===== src/fss_pkg.sv =====
package fss_pkg;

    localparam int ANGLE_W    = 32;
    localparam int RATE_W     = 24;
    localparam int SHOT_W     = 19;
    localparam int THR_W      = 16;
    localparam int CFG_IDX_W  = 4;
    localparam int CFG_DATA_W = 24;
    localparam int PHASE_W    = 3;
    localparam int DIV_STEPS  = ANGLE_W;
    localparam int DIV_CNT_W  = $clog2(DIV_STEPS + 1);

    // 0.3 rad/s in Q8.16, scaled by 5 so the test stays exact
    localparam logic [RATE_W+2:0] SLOW_LIMIT = 27'd98304;

    localparam logic [SHOT_W-1:0] RST_SHOT_ANGLE      = 19'd51472;
    localparam logic [THR_W-1:0]  RST_SINGLE_DONE_THR = 16'd3277;
    localparam logic [THR_W-1:0]  RST_CALI_DONE_THR   = 16'd3277;
    localparam logic [SHOT_W-1:0] RST_CALI_FWD_ANGLE  = 19'd25736;
    localparam logic [RATE_W-1:0] RST_CALI_REV_SPEED  = 24'hFB0000;
    localparam logic [THR_W-1:0]  RST_STALL_FRACTION  = 16'd32768;
    localparam logic [THR_W-1:0]  RST_STALL_TICKS     = 16'd1000;
    localparam logic [THR_W-1:0]  RST_SINGLE_TIMEOUT  = 16'd500;

    typedef enum logic [PHASE_W-1:0] {
        PH_READY  = 3'd0,
        PH_SINGLE = 3'd1,
        PH_CONT   = 3'd2,
        PH_CREV   = 3'd3,
        PH_CFWD   = 3'd4,
        PH_DONE   = 3'd5
    } phase_t;

    typedef enum logic [CFG_IDX_W-1:0] {
        CFG_SHOT_ANGLE      = 4'd0,
        CFG_SINGLE_DONE_THR = 4'd1,
        CFG_CALI_DONE_THR   = 4'd2,
        CFG_CALI_FWD_ANGLE  = 4'd3,
        CFG_CALI_REV_SPEED  = 4'd4,
        CFG_STALL_FRACTION  = 4'd5,
        CFG_STALL_TICKS     = 4'd6,
        CFG_SINGLE_TIMEOUT  = 4'd7
    } cfg_idx_t;

    typedef struct packed {
        logic [ANGLE_W-1:0] feeder_angle;
        logic [RATE_W-1:0]  feeder_rate;
        logic               trigger_button;
        logic               fire_hold;
        logic               force_stop;
        logic [RATE_W-1:0]  burst_speed;
    } in_item_t;

    typedef struct packed {
        logic [ANGLE_W-1:0] target_angle;
        logic [RATE_W-1:0]  target_rate;
        logic               speed_mode;
        logic               clear_pos_loop;
        logic               clear_rate_loop;
        logic [PHASE_W-1:0] phase;
        logic [ANGLE_W-1:0] shots_fired;
        logic               is_calibrated;
    } out_item_t;

    typedef struct packed {
        logic load;
        logic div_start;
        logic commit;
    } ctrl_cmd_t;

    typedef struct packed {
        logic div_done;
        logic out_free;
    } ctrl_sts_t;

    function automatic logic [RATE_W-1:0] mag24(input logic [RATE_W-1:0] v);
        mag24 = v[RATE_W-1] ? (~v + 1'b1) : v;
    endfunction

    function automatic logic [ANGLE_W-1:0] mag32(input logic [ANGLE_W-1:0] v);
        mag32 = v[ANGLE_W-1] ? (~v + 1'b1) : v;
    endfunction

endpackage


===== src/fss_if.sv =====
interface fss_in_if;
    logic                           valid;
    logic                           ready;
    logic signed [fss_pkg::ANGLE_W-1:0] feeder_angle;
    logic signed [fss_pkg::RATE_W-1:0]  feeder_rate;
    logic                           trigger_button;
    logic                           fire_hold;
    logic                           force_stop;
    logic signed [fss_pkg::RATE_W-1:0]  burst_speed;

    modport source (output valid, feeder_angle, feeder_rate, trigger_button, fire_hold,
                    force_stop, burst_speed, input ready);
    modport sink (input valid, feeder_angle, feeder_rate, trigger_button, fire_hold,
                  force_stop, burst_speed, output ready);
endinterface

interface fss_out_if;
    logic                                valid;
    logic                                ready;
    logic signed [fss_pkg::ANGLE_W-1:0]  target_angle;
    logic signed [fss_pkg::RATE_W-1:0]   target_rate;
    logic                                speed_mode;
    logic                                clear_pos_loop;
    logic                                clear_rate_loop;
    logic [fss_pkg::PHASE_W-1:0]         phase;
    logic [fss_pkg::ANGLE_W-1:0]         shots_fired;
    logic                                is_calibrated;

    modport source (output valid, target_angle, target_rate, speed_mode, clear_pos_loop,
                    clear_rate_loop, phase, shots_fired, is_calibrated, input ready);
    modport sink (input valid, target_angle, target_rate, speed_mode, clear_pos_loop,
                  clear_rate_loop, phase, shots_fired, is_calibrated, output ready);
endinterface

interface fss_cfg_if;
    logic                              valid;
    logic                              ready;
    logic [fss_pkg::CFG_IDX_W-1:0]     index;
    logic [fss_pkg::CFG_DATA_W-1:0]    data;

    modport source (output valid, index, data, input ready);
    modport sink (input valid, index, data, output ready);
endinterface


===== src/fss_div.sv =====
module fss_div (
    input  logic                          clk,
    input  logic                          rst_n,
    input  logic                          start,
    input  logic [fss_pkg::ANGLE_W-1:0]   dividend,
    input  logic [fss_pkg::SHOT_W-1:0]    divisor,
    output logic                          done,
    output logic [fss_pkg::ANGLE_W-1:0]   quot,
    output logic [fss_pkg::SHOT_W-1:0]    rem
);
    // restoring divider, one quotient bit per cycle
    logic [fss_pkg::ANGLE_W-1:0]   quot_reg, quot_next;
    logic [fss_pkg::SHOT_W:0]      rem_reg, rem_next;
    logic [fss_pkg::SHOT_W-1:0]    dsr_reg, dsr_next;
    logic [fss_pkg::DIV_CNT_W-1:0] cnt_reg, cnt_next;
    logic                          done_reg, done_next;
    logic [fss_pkg::SHOT_W:0]      trial;

    always_comb
    begin
        quot_next = quot_reg;
        rem_next  = rem_reg;
        dsr_next  = dsr_reg;
        cnt_next  = cnt_reg;
        done_next = 1'b0;
        trial     = {rem_reg[fss_pkg::SHOT_W-1:0], quot_reg[fss_pkg::ANGLE_W-1]};
        if (start)
        begin
            quot_next = dividend;
            rem_next  = '0;
            dsr_next  = divisor;
            cnt_next  = fss_pkg::DIV_CNT_W'(fss_pkg::DIV_STEPS);
        end
        else if (cnt_reg != '0)
        begin
            if (trial >= {1'b0, dsr_reg})
            begin
                rem_next  = trial - {1'b0, dsr_reg};
                quot_next = {quot_reg[fss_pkg::ANGLE_W-2:0], 1'b1};
            end
            else
            begin
                rem_next  = trial;
                quot_next = {quot_reg[fss_pkg::ANGLE_W-2:0], 1'b0};
            end
            cnt_next  = cnt_reg - 1'b1;
            done_next = (cnt_reg == fss_pkg::DIV_CNT_W'(1));
        end
    end

    always_ff @(posedge clk or negedge rst_n)
    begin
        if (!rst_n)
        begin
            cnt_reg  <= '0;
            done_reg <= 1'b0;
        end
        else
        begin
            cnt_reg  <= cnt_next;
            done_reg <= done_next;
        end
    end

    always_ff @(posedge clk)
    begin
        quot_reg <= quot_next;
        rem_reg  <= rem_next;
        dsr_reg  <= dsr_next;
    end

    assign done = done_reg;
    assign quot = quot_reg;
    assign rem  = rem_reg[fss_pkg::SHOT_W-1:0];
endmodule


===== src/fss_ctrl.sv =====
module fss_ctrl (
    input  logic               clk,
    input  logic               rst_n,
    input  logic               in_valid,
    output logic               in_ready,
    input  fss_pkg::ctrl_sts_t sts,
    output fss_pkg::ctrl_cmd_t cmd
);
    typedef enum logic [1:0] {
        S_IDLE,
        S_START,
        S_WAIT,
        S_COMMIT
    } state_t;

    state_t state_reg, state_next;
    logic   ready_reg, ready_next;

    always_comb
    begin
        state_next = state_reg;
        ready_next = ready_reg;
        case (state_reg)
            S_IDLE:
            begin
                if (in_valid)
                begin
                    state_next = S_START;
                    ready_next = 1'b0;
                end
            end
            S_START:  state_next = S_WAIT;
            S_WAIT:
            begin
                if (sts.div_done)
                    state_next = S_COMMIT;
            end
            S_COMMIT:
            begin
                if (sts.out_free)
                begin
                    state_next = S_IDLE;
                    ready_next = 1'b1;
                end
            end
            default:
            begin
                state_next = S_IDLE;
                ready_next = 1'b1;
            end
        endcase
    end

    always_ff @(posedge clk or negedge rst_n)
    begin
        if (!rst_n)
        begin
            state_reg <= S_IDLE;
            ready_reg <= 1'b1;
        end
        else
        begin
            state_reg <= state_next;
            ready_reg <= ready_next;
        end
    end

    assign in_ready      = ready_reg;
    assign cmd.load      = ready_reg && in_valid;
    assign cmd.div_start = (state_reg == S_START);
    assign cmd.commit    = (state_reg == S_COMMIT) && sts.out_free;
endmodule


===== src/fss_dp.sv =====
module fss_dp #(
    parameter int TIMER_WIDTH = 16
) (
    input  logic                            clk,
    input  logic                            rst_n,
    input  fss_pkg::ctrl_cmd_t              cmd,
    output logic                            out_free,
    input  fss_pkg::in_item_t               in_item,
    input  logic                            cfg_valid,
    input  logic [fss_pkg::CFG_IDX_W-1:0]   cfg_index,
    input  logic [fss_pkg::CFG_DATA_W-1:0]  cfg_data,
    output logic [fss_pkg::ANGLE_W-1:0]     div_dividend,
    output logic [fss_pkg::SHOT_W-1:0]      div_divisor,
    input  logic [fss_pkg::ANGLE_W-1:0]     div_quot,
    input  logic [fss_pkg::SHOT_W-1:0]      div_rem,
    output logic                            out_valid,
    input  logic                            out_ready,
    output fss_pkg::out_item_t              out_item
);
    localparam int TW = TIMER_WIDTH;
    localparam int CW = (TW > fss_pkg::THR_W) ? TW : fss_pkg::THR_W;
    localparam int AW = fss_pkg::ANGLE_W;
    localparam int RW = fss_pkg::RATE_W;

    // configuration
    logic [fss_pkg::SHOT_W-1:0] shot_angle_reg, cali_fwd_angle_reg;
    logic [fss_pkg::THR_W-1:0]  single_thr_reg, cali_thr_reg, stall_frac_reg;
    logic [fss_pkg::THR_W-1:0]  stall_ticks_reg, single_timeout_reg;
    logic [RW-1:0]              cali_rev_speed_reg;

    // sequencer state
    fss_pkg::phase_t phase_reg, phase_next;
    logic [AW-1:0]   goal_angle_reg, goal_angle_next;
    logic [RW-1:0]   goal_rate_reg, goal_rate_next;
    logic [AW-1:0]   stop_offset_reg, stop_offset_next;
    logic [AW-1:0]   last_shot_reg, last_shot_next;
    logic [AW-1:0]   shot_cnt_reg, shot_cnt_next;
    logic            cal_reg, cal_next;
    logic            resume_reg, resume_next;
    logic            trig_prev_reg, trig_prev_next;
    logic            armed_reg, armed_next;
    logic [TW-1:0]   stall_timer_reg, stall_timer_next;
    logic [TW-1:0]   single_timer_reg, single_timer_next;

    fss_pkg::in_item_t  in_reg;
    fss_pkg::out_item_t out_reg, out_next;
    logic               out_valid_reg, out_valid_next;

    logic [AW-1:0]   cur, err, abs_err, d_val, rel;
    logic [RW-1:0]   rate, burst, abs_rate, abs_burst, abs_crs, mul_mag;
    logic [RW+2:0]   rate_x5;
    logic            slow;
    logic [39:0]     prod;
    logic [RW:0]     cont_diff, rev_diff, rev_mag;
    logic            stall_cond, st_hit, d_ok;
    logic [TW-1:0]   st_inc, single_inc;
    logic            go_en, clr_pos, clr_rate, speed;
    fss_pkg::phase_t go_tgt;

    assign cur       = in_reg.feeder_angle;
    assign rate      = in_reg.feeder_rate;
    assign burst     = in_reg.burst_speed;
    assign err       = goal_angle_reg - cur;
    assign abs_err   = fss_pkg::mag32(err);
    assign abs_rate  = fss_pkg::mag24(rate);
    assign abs_burst = fss_pkg::mag24(burst);
    assign abs_crs   = fss_pkg::mag24(cali_rev_speed_reg);
    assign rate_x5   = {1'b0, abs_rate, 2'b00} + {3'b000, abs_rate};
    assign slow      = rate_x5 < fss_pkg::SLOW_LIMIT;
    assign mul_mag   = (phase_reg == fss_pkg::PH_CONT) ? abs_burst : abs_crs;
    assign prod      = 40'(mul_mag) * 40'(stall_frac_reg);
    assign cont_diff = {1'b0, abs_burst} - {1'b0, abs_rate};
    assign rev_diff  = {rate[RW-1], rate} - {cali_rev_speed_reg[RW-1], cali_rev_speed_reg};
    assign rev_mag   = rev_diff[RW] ? (~rev_diff + 1'b1) : rev_diff;
    assign d_val     = cur - last_shot_reg;
    assign rel       = cur - stop_offset_reg;
    assign d_ok      = (shot_angle_reg != '0) && !d_val[AW-1]
                       && (d_val >= AW'(shot_angle_reg));
    assign st_inc     = (stall_timer_reg == '1) ? stall_timer_reg : stall_timer_reg + 1'b1;
    assign single_inc = (single_timer_reg == '1) ? single_timer_reg : single_timer_reg + 1'b1;

    assign div_dividend = (phase_reg == fss_pkg::PH_CFWD) ? fss_pkg::mag32(rel) : d_val;
    assign div_divisor  = shot_angle_reg;

    always_comb
    begin
        case (phase_reg)
            fss_pkg::PH_SINGLE:
                stall_cond = ({abs_err, 3'b000} > 35'(shot_angle_reg)) && slow;
            fss_pkg::PH_CONT:
                stall_cond = !cont_diff[RW] && (cont_diff != '0)
                             && ({cont_diff[RW-1:0], 16'h0000} > prod) && slow;
            fss_pkg::PH_CREV:
                stall_cond = {rev_mag, 16'h0000} > {1'b0, prod};
            default:
                stall_cond = 1'b0;
        endcase
    end

    always_comb
    begin
        phase_next        = phase_reg;
        goal_angle_next   = goal_angle_reg;
        goal_rate_next    = goal_rate_reg;
        stop_offset_next  = stop_offset_reg;
        last_shot_next    = last_shot_reg;
        shot_cnt_next     = shot_cnt_reg;
        cal_next          = cal_reg;
        resume_next       = resume_reg;
        trig_prev_next    = trig_prev_reg;
        armed_next        = armed_reg;
        stall_timer_next  = stall_timer_reg;
        single_timer_next = single_timer_reg;
        go_en             = 1'b0;
        go_tgt            = fss_pkg::PH_READY;
        clr_pos           = 1'b0;
        clr_rate          = 1'b0;
        st_hit            = 1'b0;

        // stall timer: first stalled tick arms, later ones count
        if (phase_reg == fss_pkg::PH_SINGLE || phase_reg == fss_pkg::PH_CREV
            || (phase_reg == fss_pkg::PH_CONT && in_reg.fire_hold))
        begin
            if (!stall_cond)
            begin
                armed_next       = 1'b0;
                stall_timer_next = '0;
            end
            else if (!armed_reg)
            begin
                armed_next       = 1'b1;
                stall_timer_next = '0;
            end
            else
            begin
                stall_timer_next = st_inc;
                st_hit           = CW'(st_inc) >= CW'(stall_ticks_reg);
            end
        end

        if (in_reg.force_stop && phase_reg != fss_pkg::PH_READY)
        begin
            go_en = 1'b1;
        end
        else
        begin
            case (phase_reg)
                fss_pkg::PH_READY:
                begin
                    trig_prev_next  = in_reg.trigger_button;
                    goal_angle_next = cur;
                    goal_rate_next  = '0;
                    if (in_reg.fire_hold)
                    begin
                        go_en  = 1'b1;
                        go_tgt = fss_pkg::PH_CONT;
                    end
                    else if (in_reg.trigger_button && !trig_prev_reg)
                    begin
                        go_en = 1'b1;
                        if (!cal_reg)
                        begin
                            resume_next = 1'b0;
                            go_tgt      = fss_pkg::PH_CREV;
                        end
                        else
                            go_tgt = fss_pkg::PH_SINGLE;
                    end
                end
                fss_pkg::PH_SINGLE:
                begin
                    single_timer_next = single_inc;
                    if (st_hit)
                    begin
                        resume_next = 1'b0;
                        go_en       = 1'b1;
                        go_tgt      = fss_pkg::PH_CREV;
                    end
                    else if (abs_err < AW'(single_thr_reg)
                             || CW'(single_inc) > CW'(single_timeout_reg))
                    begin
                        shot_cnt_next  = shot_cnt_reg + 1'b1;
                        last_shot_next = cur;
                        go_en          = 1'b1;
                        go_tgt         = fss_pkg::PH_DONE;
                    end
                end
                fss_pkg::PH_CONT:
                begin
                    if (!in_reg.fire_hold)
                    begin
                        go_en  = 1'b1;
                        go_tgt = fss_pkg::PH_DONE;
                    end
                    else
                    begin
                        goal_rate_next = burst;
                        if (d_ok)
                        begin
                            shot_cnt_next  = shot_cnt_reg + div_quot;
                            last_shot_next = cur - AW'(div_rem);
                        end
                        if (st_hit)
                        begin
                            resume_next = 1'b1;
                            go_en       = 1'b1;
                            go_tgt      = fss_pkg::PH_CREV;
                        end
                    end
                end
                fss_pkg::PH_CREV:
                begin
                    goal_rate_next = cali_rev_speed_reg;
                    if (st_hit)
                    begin
                        stop_offset_next = cur;
                        go_en            = 1'b1;
                        go_tgt           = fss_pkg::PH_CFWD;
                    end
                end
                fss_pkg::PH_CFWD:
                begin
                    if (abs_err < AW'(cali_thr_reg))
                    begin
                        cal_next = 1'b1;
                        // snap to the slot boundary at or toward the end stop
                        if (shot_angle_reg == '0)
                            goal_angle_next = stop_offset_reg;
                        else if (rel[AW-1])
                            goal_angle_next = cur + AW'(div_rem);
                        else
                            goal_angle_next = cur - AW'(div_rem);
                        go_en  = 1'b1;
                        go_tgt = resume_reg ? fss_pkg::PH_CONT : fss_pkg::PH_SINGLE;
                    end
                end
                fss_pkg::PH_DONE:
                    go_en = 1'b1;
                default:
                    go_en = 1'b1;
            endcase
        end

        if (go_en)
        begin
            armed_next       = 1'b0;
            stall_timer_next = '0;
            phase_next       = go_tgt;
            case (go_tgt)
                fss_pkg::PH_SINGLE:
                begin
                    clr_pos           = 1'b1;
                    clr_rate          = 1'b1;
                    goal_angle_next   = goal_angle_next + AW'(shot_angle_reg);
                    goal_rate_next    = '0;
                    single_timer_next = '0;
                end
                fss_pkg::PH_CONT:
                begin
                    cal_next = 1'b0;
                    if (phase_reg != fss_pkg::PH_CONT && phase_reg != fss_pkg::PH_CFWD)
                        clr_rate = 1'b1;
                    goal_rate_next = burst;
                end
                fss_pkg::PH_CREV:
                begin
                    clr_rate       = 1'b1;
                    goal_rate_next = cali_rev_speed_reg;
                end
                fss_pkg::PH_CFWD:
                begin
                    clr_pos         = 1'b1;
                    clr_rate        = 1'b1;
                    goal_angle_next = cur + AW'(cali_fwd_angle_reg);
                    goal_rate_next  = '0;
                end
                default:
                begin
                    clr_pos         = 1'b1;
                    clr_rate        = 1'b1;
                    goal_angle_next = cur;
                    goal_rate_next  = '0;
                end
            endcase
        end

        speed                    = (phase_next == fss_pkg::PH_CONT)
                                   || (phase_next == fss_pkg::PH_CREV);
        out_next.target_angle    = goal_angle_next;
        out_next.target_rate     = speed ? goal_rate_next : '0;
        out_next.speed_mode      = speed;
        out_next.clear_pos_loop  = clr_pos;
        out_next.clear_rate_loop = clr_rate;
        out_next.phase           = phase_next;
        out_next.shots_fired     = shot_cnt_next;
        out_next.is_calibrated   = cal_next;
    end

    always_comb
    begin
        out_valid_next = out_valid_reg;
        if (cmd.commit)
            out_valid_next = 1'b1;
        else if (out_ready)
            out_valid_next = 1'b0;
    end

    always_ff @(posedge clk or negedge rst_n)
    begin
        if (!rst_n)
        begin
            shot_angle_reg     <= fss_pkg::RST_SHOT_ANGLE;
            single_thr_reg     <= fss_pkg::RST_SINGLE_DONE_THR;
            cali_thr_reg       <= fss_pkg::RST_CALI_DONE_THR;
            cali_fwd_angle_reg <= fss_pkg::RST_CALI_FWD_ANGLE;
            cali_rev_speed_reg <= fss_pkg::RST_CALI_REV_SPEED;
            stall_frac_reg     <= fss_pkg::RST_STALL_FRACTION;
            stall_ticks_reg    <= fss_pkg::RST_STALL_TICKS;
            single_timeout_reg <= fss_pkg::RST_SINGLE_TIMEOUT;
        end
        else if (cfg_valid)
        begin
            case (fss_pkg::cfg_idx_t'(cfg_index))
                fss_pkg::CFG_SHOT_ANGLE:      shot_angle_reg <= cfg_data[fss_pkg::SHOT_W-1:0];
                fss_pkg::CFG_SINGLE_DONE_THR: single_thr_reg <= cfg_data[fss_pkg::THR_W-1:0];
                fss_pkg::CFG_CALI_DONE_THR:   cali_thr_reg <= cfg_data[fss_pkg::THR_W-1:0];
                fss_pkg::CFG_CALI_FWD_ANGLE:
                    cali_fwd_angle_reg <= cfg_data[fss_pkg::SHOT_W-1:0];
                fss_pkg::CFG_CALI_REV_SPEED:  cali_rev_speed_reg <= cfg_data[RW-1:0];
                fss_pkg::CFG_STALL_FRACTION:  stall_frac_reg <= cfg_data[fss_pkg::THR_W-1:0];
                fss_pkg::CFG_STALL_TICKS:     stall_ticks_reg <= cfg_data[fss_pkg::THR_W-1:0];
                fss_pkg::CFG_SINGLE_TIMEOUT:
                    single_timeout_reg <= cfg_data[fss_pkg::THR_W-1:0];
                default: ;
            endcase
        end
    end

    always_ff @(posedge clk or negedge rst_n)
    begin
        if (!rst_n)
        begin
            phase_reg        <= fss_pkg::PH_READY;
            goal_angle_reg   <= '0;
            goal_rate_reg    <= '0;
            stop_offset_reg  <= '0;
            last_shot_reg    <= '0;
            shot_cnt_reg     <= '0;
            cal_reg          <= 1'b0;
            resume_reg       <= 1'b0;
            trig_prev_reg    <= 1'b0;
            armed_reg        <= 1'b0;
            stall_timer_reg  <= '0;
            single_timer_reg <= '0;
            out_valid_reg    <= 1'b0;
        end
        else
        begin
            out_valid_reg <= out_valid_next;
            if (cmd.commit)
            begin
                phase_reg        <= phase_next;
                goal_angle_reg   <= goal_angle_next;
                goal_rate_reg    <= goal_rate_next;
                stop_offset_reg  <= stop_offset_next;
                last_shot_reg    <= last_shot_next;
                shot_cnt_reg     <= shot_cnt_next;
                cal_reg          <= cal_next;
                resume_reg       <= resume_next;
                trig_prev_reg    <= trig_prev_next;
                armed_reg        <= armed_next;
                stall_timer_reg  <= stall_timer_next;
                single_timer_reg <= single_timer_next;
            end
        end
    end

    always_ff @(posedge clk)
    begin
        if (cmd.load)
            in_reg <= in_item;
        if (cmd.commit)
            out_reg <= out_next;
    end

    assign out_free  = !out_valid_reg || out_ready;
    assign out_valid = out_valid_reg;
    assign out_item  = out_reg;
endmodule


===== src/feeder_shot_sequencer_top.sv =====
// Channel   Dir  Handshake      Carries
// req_in    in   valid/ready    feeder angle, rate, operator commands, burst speed
// rsp_out   out  valid/ready    targets, loop clear requests, phase, shot count
// cfg       in   valid/ready    register index and write data
//
// Each request runs from acceptance to a valid result in order: the divider is
// started, the bit-serial slot divider runs, then the result is committed.
// Reset (rst_n low, asynchronous) returns the sequencer to ready with state and
// configuration registers at defaults. A result waiting on rsp_out does not block
// the next request; only that request's commit waits for rsp_out to drain.
module feeder_shot_sequencer_top #(
    parameter int TIMER_WIDTH = 16
) (
    input logic clk,
    input logic rst_n,
    fss_in_if.sink    req_in,
    fss_out_if.source rsp_out,
    fss_cfg_if.sink   cfg
);
    fss_pkg::ctrl_cmd_t cmd;
    fss_pkg::ctrl_sts_t sts;
    fss_pkg::in_item_t  in_item;
    fss_pkg::out_item_t out_item;

    logic [fss_pkg::ANGLE_W-1:0] div_dividend, div_quot;
    logic [fss_pkg::SHOT_W-1:0]  div_divisor, div_rem;
    logic                        out_free;

    // configuration writes land at once; the port never stalls
    assign cfg.ready = 1'b1;

    // pack the request fields for the datapath input latch
    assign in_item.feeder_angle   = req_in.feeder_angle;
    assign in_item.feeder_rate    = req_in.feeder_rate;
    assign in_item.trigger_button = req_in.trigger_button;
    assign in_item.fire_hold      = req_in.fire_hold;
    assign in_item.force_stop     = req_in.force_stop;
    assign in_item.burst_speed    = req_in.burst_speed;

    assign sts.out_free = out_free;

    // sequence one request: latch, start divider, wait, commit
    fss_ctrl u_ctrl (
        .clk      (clk),
        .rst_n    (rst_n),
        .in_valid (req_in.valid),
        .in_ready (req_in.ready),
        .sts      (sts),
        .cmd      (cmd)
    );

    // remainder and quotient for slot alignment and continuous shot counting
    fss_div u_div (
        .clk      (clk),
        .rst_n    (rst_n),
        .start    (cmd.div_start),
        .dividend (div_dividend),
        .divisor  (div_divisor),
        .done     (sts.div_done),
        .quot     (div_quot),
        .rem      (div_rem)
    );

    fss_dp #(
        .TIMER_WIDTH (TIMER_WIDTH)
    ) u_dp (
        .clk          (clk),
        .rst_n        (rst_n),
        .cmd          (cmd),
        .out_free     (out_free),
        .in_item      (in_item),
        .cfg_valid    (cfg.valid),
        .cfg_index    (cfg.index),
        .cfg_data     (cfg.data),
        .div_dividend (div_dividend),
        .div_divisor  (div_divisor),
        .div_quot     (div_quot),
        .div_rem      (div_rem),
        .out_valid    (rsp_out.valid),
        .out_ready    (rsp_out.ready),
        .out_item     (out_item)
    );

    // drive the result channel from the output register
    assign rsp_out.target_angle    = out_item.target_angle;
    assign rsp_out.target_rate     = out_item.target_rate;
    assign rsp_out.speed_mode      = out_item.speed_mode;
    assign rsp_out.clear_pos_loop  = out_item.clear_pos_loop;
    assign rsp_out.clear_rate_loop = out_item.clear_rate_loop;
    assign rsp_out.phase           = out_item.phase;
    assign rsp_out.shots_fired     = out_item.shots_fired;
    assign rsp_out.is_calibrated   = out_item.is_calibrated;

    // a commit never overwrites a result still waiting
    a_commit_free: assert property (@(posedge clk) disable iff (!rst_n)
        cmd.commit |-> sts.out_free)
        else $error("commit while output register is occupied");

    // a new result only appears after a commit
    a_valid_from_commit: assert property (@(posedge clk) disable iff (!rst_n)
        $rose(rsp_out.valid) |-> $past(cmd.commit))
        else $error("result valid without commit");

    // one request at a time
    a_busy_after_accept: assert property (@(posedge clk) disable iff (!rst_n)
        (req_in.valid && req_in.ready) |=> !req_in.ready)
        else $error("second request accepted while busy");

    // divider start and done never coincide in consecutive cycles
    a_div_latency: assert property (@(posedge clk) disable iff (!rst_n)
        cmd.div_start |=> !sts.div_done)
        else $error("divider finished too early");
endmodule

===== src/flat_wrapper.sv =====
// flat-port wrapper written by rule: the top's interface ports become plain ports
module feeder_shot_sequencer_top_flat 
#(
    parameter int TIMER_WIDTH = 16
)
  (clk, rst_n, req_in_valid, req_in_feeder_angle, req_in_feeder_rate, req_in_trigger_button, req_in_fire_hold, req_in_force_stop, req_in_burst_speed, req_in_ready, rsp_out_valid, rsp_out_target_angle, rsp_out_target_rate, rsp_out_speed_mode, rsp_out_clear_pos_loop, rsp_out_clear_rate_loop, rsp_out_phase, rsp_out_shots_fired, rsp_out_is_calibrated, rsp_out_ready, cfg_valid, cfg_index, cfg_data, cfg_ready);
  fss_in_if req_in_i ();
  fss_out_if rsp_out_i ();
  fss_cfg_if cfg_i ();
  input logic clk;
  input logic rst_n;
  input wire logic [$bits(req_in_i.valid)-1:0] req_in_valid;
  input wire logic [$bits(req_in_i.feeder_angle)-1:0] req_in_feeder_angle;
  input wire logic [$bits(req_in_i.feeder_rate)-1:0] req_in_feeder_rate;
  input wire logic [$bits(req_in_i.trigger_button)-1:0] req_in_trigger_button;
  input wire logic [$bits(req_in_i.fire_hold)-1:0] req_in_fire_hold;
  input wire logic [$bits(req_in_i.force_stop)-1:0] req_in_force_stop;
  input wire logic [$bits(req_in_i.burst_speed)-1:0] req_in_burst_speed;
  output wire logic [$bits(req_in_i.ready)-1:0] req_in_ready;
  output wire logic [$bits(rsp_out_i.valid)-1:0] rsp_out_valid;
  output wire logic [$bits(rsp_out_i.target_angle)-1:0] rsp_out_target_angle;
  output wire logic [$bits(rsp_out_i.target_rate)-1:0] rsp_out_target_rate;
  output wire logic [$bits(rsp_out_i.speed_mode)-1:0] rsp_out_speed_mode;
  output wire logic [$bits(rsp_out_i.clear_pos_loop)-1:0] rsp_out_clear_pos_loop;
  output wire logic [$bits(rsp_out_i.clear_rate_loop)-1:0] rsp_out_clear_rate_loop;
  output wire logic [$bits(rsp_out_i.phase)-1:0] rsp_out_phase;
  output wire logic [$bits(rsp_out_i.shots_fired)-1:0] rsp_out_shots_fired;
  output wire logic [$bits(rsp_out_i.is_calibrated)-1:0] rsp_out_is_calibrated;
  input wire logic [$bits(rsp_out_i.ready)-1:0] rsp_out_ready;
  input wire logic [$bits(cfg_i.valid)-1:0] cfg_valid;
  input wire logic [$bits(cfg_i.index)-1:0] cfg_index;
  input wire logic [$bits(cfg_i.data)-1:0] cfg_data;
  output wire logic [$bits(cfg_i.ready)-1:0] cfg_ready;
  assign req_in_i.valid = req_in_valid;
  assign req_in_i.feeder_angle = req_in_feeder_angle;
  assign req_in_i.feeder_rate = req_in_feeder_rate;
  assign req_in_i.trigger_button = req_in_trigger_button;
  assign req_in_i.fire_hold = req_in_fire_hold;
  assign req_in_i.force_stop = req_in_force_stop;
  assign req_in_i.burst_speed = req_in_burst_speed;
  assign req_in_ready = req_in_i.ready;
  assign rsp_out_valid = rsp_out_i.valid;
  assign rsp_out_target_angle = rsp_out_i.target_angle;
  assign rsp_out_target_rate = rsp_out_i.target_rate;
  assign rsp_out_speed_mode = rsp_out_i.speed_mode;
  assign rsp_out_clear_pos_loop = rsp_out_i.clear_pos_loop;
  assign rsp_out_clear_rate_loop = rsp_out_i.clear_rate_loop;
  assign rsp_out_phase = rsp_out_i.phase;
  assign rsp_out_shots_fired = rsp_out_i.shots_fired;
  assign rsp_out_is_calibrated = rsp_out_i.is_calibrated;
  assign rsp_out_i.ready = rsp_out_ready;
  assign cfg_i.valid = cfg_valid;
  assign cfg_i.index = cfg_index;
  assign cfg_i.data = cfg_data;
  assign cfg_ready = cfg_i.ready;
  feeder_shot_sequencer_top #(.TIMER_WIDTH(TIMER_WIDTH)) u_core (.clk(clk), .rst_n(rst_n), .req_in(req_in_i), .rsp_out(rsp_out_i), .cfg(cfg_i));
endmodule

===== config.mk =====
export PLATFORM = sky130hd
export DESIGN_NAME = feeder_shot_sequencer_top_flat
export DESIGN_NICKNAME = d
export VERILOG_FILES = /design/src/fss_pkg.sv /design/src/fss_if.sv /design/src/fss_div.sv /design/src/fss_ctrl.sv /design/src/fss_dp.sv /design/src/feeder_shot_sequencer_top.sv /design/src/flat_wrapper.sv
export SDC_FILE = /design/constraint.sdc
export NUM_CORES = 2
export LEC_CHECK = 0
export BUFFER_PORTS_ARGS = -buffer_cell sky130_fd_sc_hd__buf_2
export CAP_MARGIN = 40
export CORE_ASPECT_RATIO = 1.25
export CORE_UTILIZATION = 55
export CTS_BUF_LIST = sky130_fd_sc_hd__clkbuf_8
export DETAILED_ROUTE_END_ITERATION = 16
export PLACE_DENSITY = 0.69
export SYNTH_ARGS = -nofsm -noshare
export SYNTH_HDL_FRONTEND = slang
export SYNTH_SLANG_ARGS = --single-unit

===== constraint.sdc =====
create_clock -name clk -period 15.66 [get_ports clk]
set_input_delay 1.566 -clock clk [delete_from_list [all_inputs] [get_ports clk]]
set_output_delay 1.566 -clock clk [all_outputs]
set_load 0.005 [all_outputs]

# Yosys cells after proc, flatten, opt, wreduce, memory -nomap -nowiden
# Cells that the tools add are included.
# totals
register_bits	592
latchBits	0
mem_bits_rw	0
rom_bits	0
input_bits	116
out_inout_bits	98
elab_cells	272
memories	0
# classes
n_addsub	22
n_mul	1
div	0
n_lt_le_gt_ge	10
eq_ne	37
shifts	0
n_mux	102
bitwise_logic	7
reduce_logical	51
# op_table
cell	n
$mux W32	19
$pmux W32 S2	3
$mux W24	7
$mux W16	10
$add A32 B1 Y32 const B	3
$add A32 B19 Y32	3
$pmux W32 S3	1
$sub A32 B32 Y32	3
$add A24 B1 Y24 const B	3
$not A24 Y24	3
$pmux W24 S3	1
$lt A32 B16 Y1	2
$not A32 Y32	2
$sub A24 B24 Y25	2
$pmux W24 S2	1
$gt A41 B40 Y1	1
$gt A40 B40 Y1	1
$mul A24 B16 Y40	1
$gt A35 B19 Y1	1
$mux W1	35
$add A16 B1 Y16 const B	2
$add A32 B32 Y32	1
$eq A16 B16 Y1 const B	2
$ge A32 B19 Y1	1
other kinds (52)	122

# Longest topological paths before layout
# depth
ltp_word	19
ltp_mapped	56
depth_no_buf	54

# Cells and area by module
# Synthesis repeated with hierarchy kept, for this count alone.
# unflattened
cells_unflattened	7154
area_unflattened_um2	61920.6
# modules_own_cells
mod	n_inst	cells_each	area_per_inst_um2	seq_area_each_um2
fss_dp	1	6776	57557.7	13758.2
fss_div	1	354	4130.2	2087.0
fss_ctrl	1	22	221.5	76.3
feeder_shot_sequencer_top	1	2	11.3	0.0

# Worst setup path before layout
# OpenSTA, ideal clock, no wires.
# synth_timing
path_kind	register -> register
from	reg u_core.u_dp.in_reg, in the netlist u_core.u_dp.burst[0]
to	reg u_core.u_dp.goal_angle_reg[19]
setup_time_ns	0.125
t_arrival_ns	11.900
required_ns	15.535
path_slack_ns	3.635
stages_incl_launch_ff	53
n_path_buf	3
period_less_slack_ns	12.025
path_cell_list	edfxtp_1 > inv_1 > ha_1 > nand2_1 > or3_1 > nand2b_1 > nor4_1 > inv_1 > o21ai_0 > xnor2_1 > nand2_1 > o21ai_0 > clkbuf_1 > nand2_1 > fa_1 > fa_1 > fa_1 > inv_1 > (+17 left out) > o21ai_0 > nand2b_1 > a21oi_1 > xnor2_1 > ha_1 > nand2_1 > nor4_1 > o21ai_0 > or4_1 > nand4b_1 > a311oi_1 > or4_1 > buf_2 > a22oi_4 > nand2_2 > buf_2 > o311a_1 > mux2_2
# synth_via
elab_chain_cells	19
elab_cells_between_ends	34
cone_classes	2 x add/sub; 1 x mul; 2 x order compare; 4 x eq/ne; 18 x mux; 1 x bitwise; 6 x reduce/logical
# synth_lines
item	line	text
from (decl)	fss_dp.sv:45	fss_pkg::in_item_t in_reg;
from (signal assigned)	fss_dp.sv:381	in_reg <= in_item;
$not A24 Y24	fss_pkg.sv:77	mag24 = v[RATE_W-1] ? (~v + 1'b1) : v;
$add A24 B1 Y24	fss_pkg.sv:77	
$mux W24 (*)	fss_pkg.sv:77	
$mux W24 or $sub A24 B24 Y25 (tied branches)	fss_dp.sv:70, fss_dp.sv:72	
$mul A24 B16 Y40 (tied with other cells)	fss_dp.sv:71	assign prod = 40'(mul_mag) * 40'(stall_frac_reg);
$gt A40 B40 Y1 or $logic_and A1 B1 Y1 (tied branches)	fss_dp.sv:92, fss_dp.sv:91	
$logic_and A1 B1 Y1 (2 in a row)	fss_dp.sv:92	&& ({cont_diff[RW-1:0], 16'h0000} > prod) && slow;
$pmux W1 S3 (*)	fss_dp.sv:87	case (phase_reg)
(+3 left out)	--	
$mux W3	fss_dp.sv:190	if (!in_reg.fire_hold)
$pmux W3 S5	fss_dp.sv:147	case (phase_reg)
$mux W3	fss_dp.sv:141	if (in_reg.force_stop && phase_reg != fss_pkg::PH_READY)
$eq A3 B2 Y1	fss_dp.sv:249	case (go_tgt)
$reduce_or A2 Y1 (no source line)	--	
$pmux W32 S3	fss_dp.sv:249	
$mux W32 (*)	fss_dp.sv:244	if (go_en)
named net u_core.u_dp.goal_angle_next[19]	fss_dp.sv:33	logic [AW-1:0] goal_angle_reg, goal_angle_next;
to (signal assigned)	fss_dp.sv:363	goal_angle_reg <= goal_angle_next;
to (decl)	fss_dp.sv:33	
# Mark *: on every way through the listed nets, which the timed path passes. The rest lies on a longest branch.
# A chain may end at the register's enable or synchronous reset.

# Final worst setup path
# layout_timing
from	reg u_core.u_dp.in_reg, in the netlist u_core.u_dp.burst[0]
to	reg u_core.u_dp.goal_angle_reg[27]
# Same word-level chain as after synthesis.

==> results.yml <==
status:
  run_status: "complete, no violations"
timing:
  setup_ws_ns: 1.17
  whs_ns: 0.485
  max-slew-margin-rel_pct: 38.1
  tns_ns: 0
  period_needed_ns: 14.49
  drv_slew: 0
  tightest_slew_ns: 0.926
  hold_viol: 0
  fmax_ghz: 0.0690
  grt_setup_unrepaired: "false"
  setup_viol: 0
  min_period_over_period_pct: 92.5
  clock_skew_ns: 0.0446
route:
  drc: 0
  via_count: 54000
  viasPerCell: 6.24
  routed_wl_um: 206000
  drtAntennaViolNets: 0
  drt_iter0_drc: 5325
  routedWlPerCell_um: 23.8
  first_pass_iters: 8
critical_path:
  cp_slowest_cell: "a311oi_1"
  endpoint_kind: "register"
  critical_path_buf_inv_count: 7
  worstPathMaxFanout: 11
  crit_required_ns: 16.42
  timing.rr.start: "u_core.u_dp.burst[0]"
  cp.arrival_ns: 15.25
  rrSetupSlack_ns: 1.17
  critical_path_class: "reg -> reg"
  path_depth: 51
  rr_endpoint: "u_core.u_dp.goal_angle_reg[27]"
  worstRegToRegCells: 51
  startpoint_type: "register"
  slowest_delay_ns: 0.73
  crit_family: "compound AO/OA/AOI/OAI gates"
yosys:
  synth_cell_types: 120
  synth.avg_cell_area_um2: 8.63
  yosys_warnings: 0
  synth_area_leaders: "ha_1 12%, dfrtp_1 11%, edfxtp_1 11%"
  synth-simple-area-share_pct: 16.5
  yosysTopAreaCellShare_pct: 11.5
  synthCells: 6966
  synth_top_family_by_area: "adder cells"
  synth_seq_cells: 568
  synthMuxAreaShare_pct: 3.51
  synth_compound_area_share_pct: 19.5
  synth_flop_cell: "dfrtp_1"
  synth_top_cell_by_area: "ha_1"
  synth_fa_ha_area_share_pct: 22.1
  synth_edf_count: 229
  synthArstFlopShare_pct: 56.3
  ys_seq_area_share_pct: 25.5
  synth_area_mm2: 0.0601
  syn_nets: 7954
  synth-xor-area-share_pct: 6.33
cells_and_area:
  multi_input_area_mm2: 0.0411
  n_fill_cell: 9814
  drive_gt1_share_pct: 11.1
  register_area_mm2: 0.0153
  largest_register_ff_count: 95
  area_delta_synth_final_pct: 8.85
  final_common_cell: "inv_1"
  final_cell_mix: "769 x inv_1, 736 x nand2_1, 554 x ha_1"
  final_nets: 8106
cts:
  post_cts_buffers: 0
  cts.sinks: 568
  cts_tree: "yes"
  clk_pin_slew_ns: 0.06
  cts_buffer_depth: 3
  cts_root_buffer: "clkbuf_8"
  htreeDepth: 3
  holdBufCountCts: 0
  cts_buffers: 99
  clk_latency_ns: 0.84
placed_design:
  io_buffers: 212
  dpl.hpwl_um: 161000
  pre_cts_slack_ns: 1.30
  routabilityCongestion: 1.03
grt:
  grt_start_max_net_pins: 163
  track_usage_pct: 36.9
  grt_pass1_vias: 53000
  antenna_found_initial: 11
  grt.busiest_layer: "met2"
  use_met2_pct: 60.5
  grt_util_met3_pct: 6.27
  grt_pass1_wl_um: 314000
  grt_overflow: 0
  grt.met1_usage_pct: 47.5
floorplan:
  initial_core_util_pct: 55.4
  die_height_um: 372
  core_region_area_mm2: 0.108
  ioPinCount: 214
  die_w_um: 298
  rows: 135
  die_area_mm2: 0.111
hold_path:
  hold_end: "u_core.u_dp.last_shot_reg[3]"
  worstHoldPathType: "reg -> reg"
  hold_depth: 2
  holdCritStartpoint: "u_core.u_dp.last_shot_reg[3]"
job:
  cap_viol_max_count: 0
-- synth_stat cells (all sizes together) (18+ instances only) --
library cell	instances
inv	744
and2	185
or4	22
a31oi	51
nand4	69
or3	50
a21boi	33
o221ai	18
nor2b	42
dfxtp	19
a211oi	64
nand3b	21
a2111oi	21
clkbuf	253
a22o	57
nor4	43
or2	24
o21a	57
dfrtp	275
nand2	740
mux2i	32
nor3b	18
ha	555
o32ai	30
nand2b	64
o211ai	42
nand3	126
nor2	455
xor2	113
buf	30
o22ai	55
o41ai	19
xnor2	318
nor3	114
dfstp	45
fa	317
mux2	159
o21ai	435
o21bai	46
edfxtp	229
a21o	147
a21oi	454
a22oi	60
o31ai	43
and3	51
-- routing by layer --
layer,share of wire [%],vias to the layer above
met5,0,-
met4,4.8,0
met3,8.5,493
met2,46,2306
met1,40,26400
li1,-,24800
-- final cells by class --
type | instances | area share, %
Antenna cell | 5 | 0.0191
Clock buffer | 115 | 2.42
Clock inverter | 73 | 0.935
Inverter | 748 | 4.30
Multi-Input combinational cell | 5367 | 62.7
Sequential cell | 568 | 23.4
Tap cell | 1438 | 2.75
Timing Repair Buffer | 334 | 3.45
-- worst max-delay path by stage --
stage	from	endpoint	slack (ns)
2_1_floorplan	u_core.u_dp.burst[0]	u_core.u_dp.goal_angle_reg[19]	3.64
3_3_place_gp	u_core.u_dp.burst[0]	u_core.u_dp.goal_angle_reg[27]	1.19
3_5_place_dp	u_core.u_dp.burst[0]	u_core.u_dp.goal_angle_reg[27]	1.30
4_1_cts	u_core.u_dp.burst[0]	u_core.u_dp.goal_angle_reg[27]	1.18
5_1_grt	u_core.u_dp.burst[0]	u_core.u_dp.goal_angle_reg[26]	0.22
6_report	u_core.u_dp.burst[0]	u_core.u_dp.goal_angle_reg[27]	1.17
-- timing repair --
action / 4_1_cts / 5_1_grt
gates resized for setup: 0 / 1
setup endpoints to repair: 0 / 2
endpoints found under the hold margin: 0 / 0
-- worst min-delay path: cells and delay by family, from the launching register on --
| kind | cells | cell delay [ns] |
|---|---|---|
| flip-flops | 1 | 0.34 |
| AO/OA/AOI/OAI | 1 | 0.06 |
| AND/OR/NAND/NOR | 1 | 0.05 |
-- stage by stage --
step	util (%)	instance area, µm²	cells
after floorplan	-	60100	6966
after global placement	57.9	62800	8425
after detailed placement	58.3	63200	8455
after CTS	60.3	65400	8643
after global routing	60.3	65400	8646
final	60.4	65400	8648
-- cells by family (layout without fill, tap and decap cells) --
kind of cell / count (synthesis) / after routing
buffers and inverters: 1031 / 1270
DFF: 568 / 568
adders and majority gates: 873 / 873
AOI/OAI and AO/OA: 1800 / 1800
xor gates and xnor gates: 432 / 432
other: 1 / 6
muxes: 191 / 191
and+or+nand+nor: 2070 / 2070
Power is not shown: default switching activity piles up to over one toggle a cycle in this logic, so the estimate is an artifact.
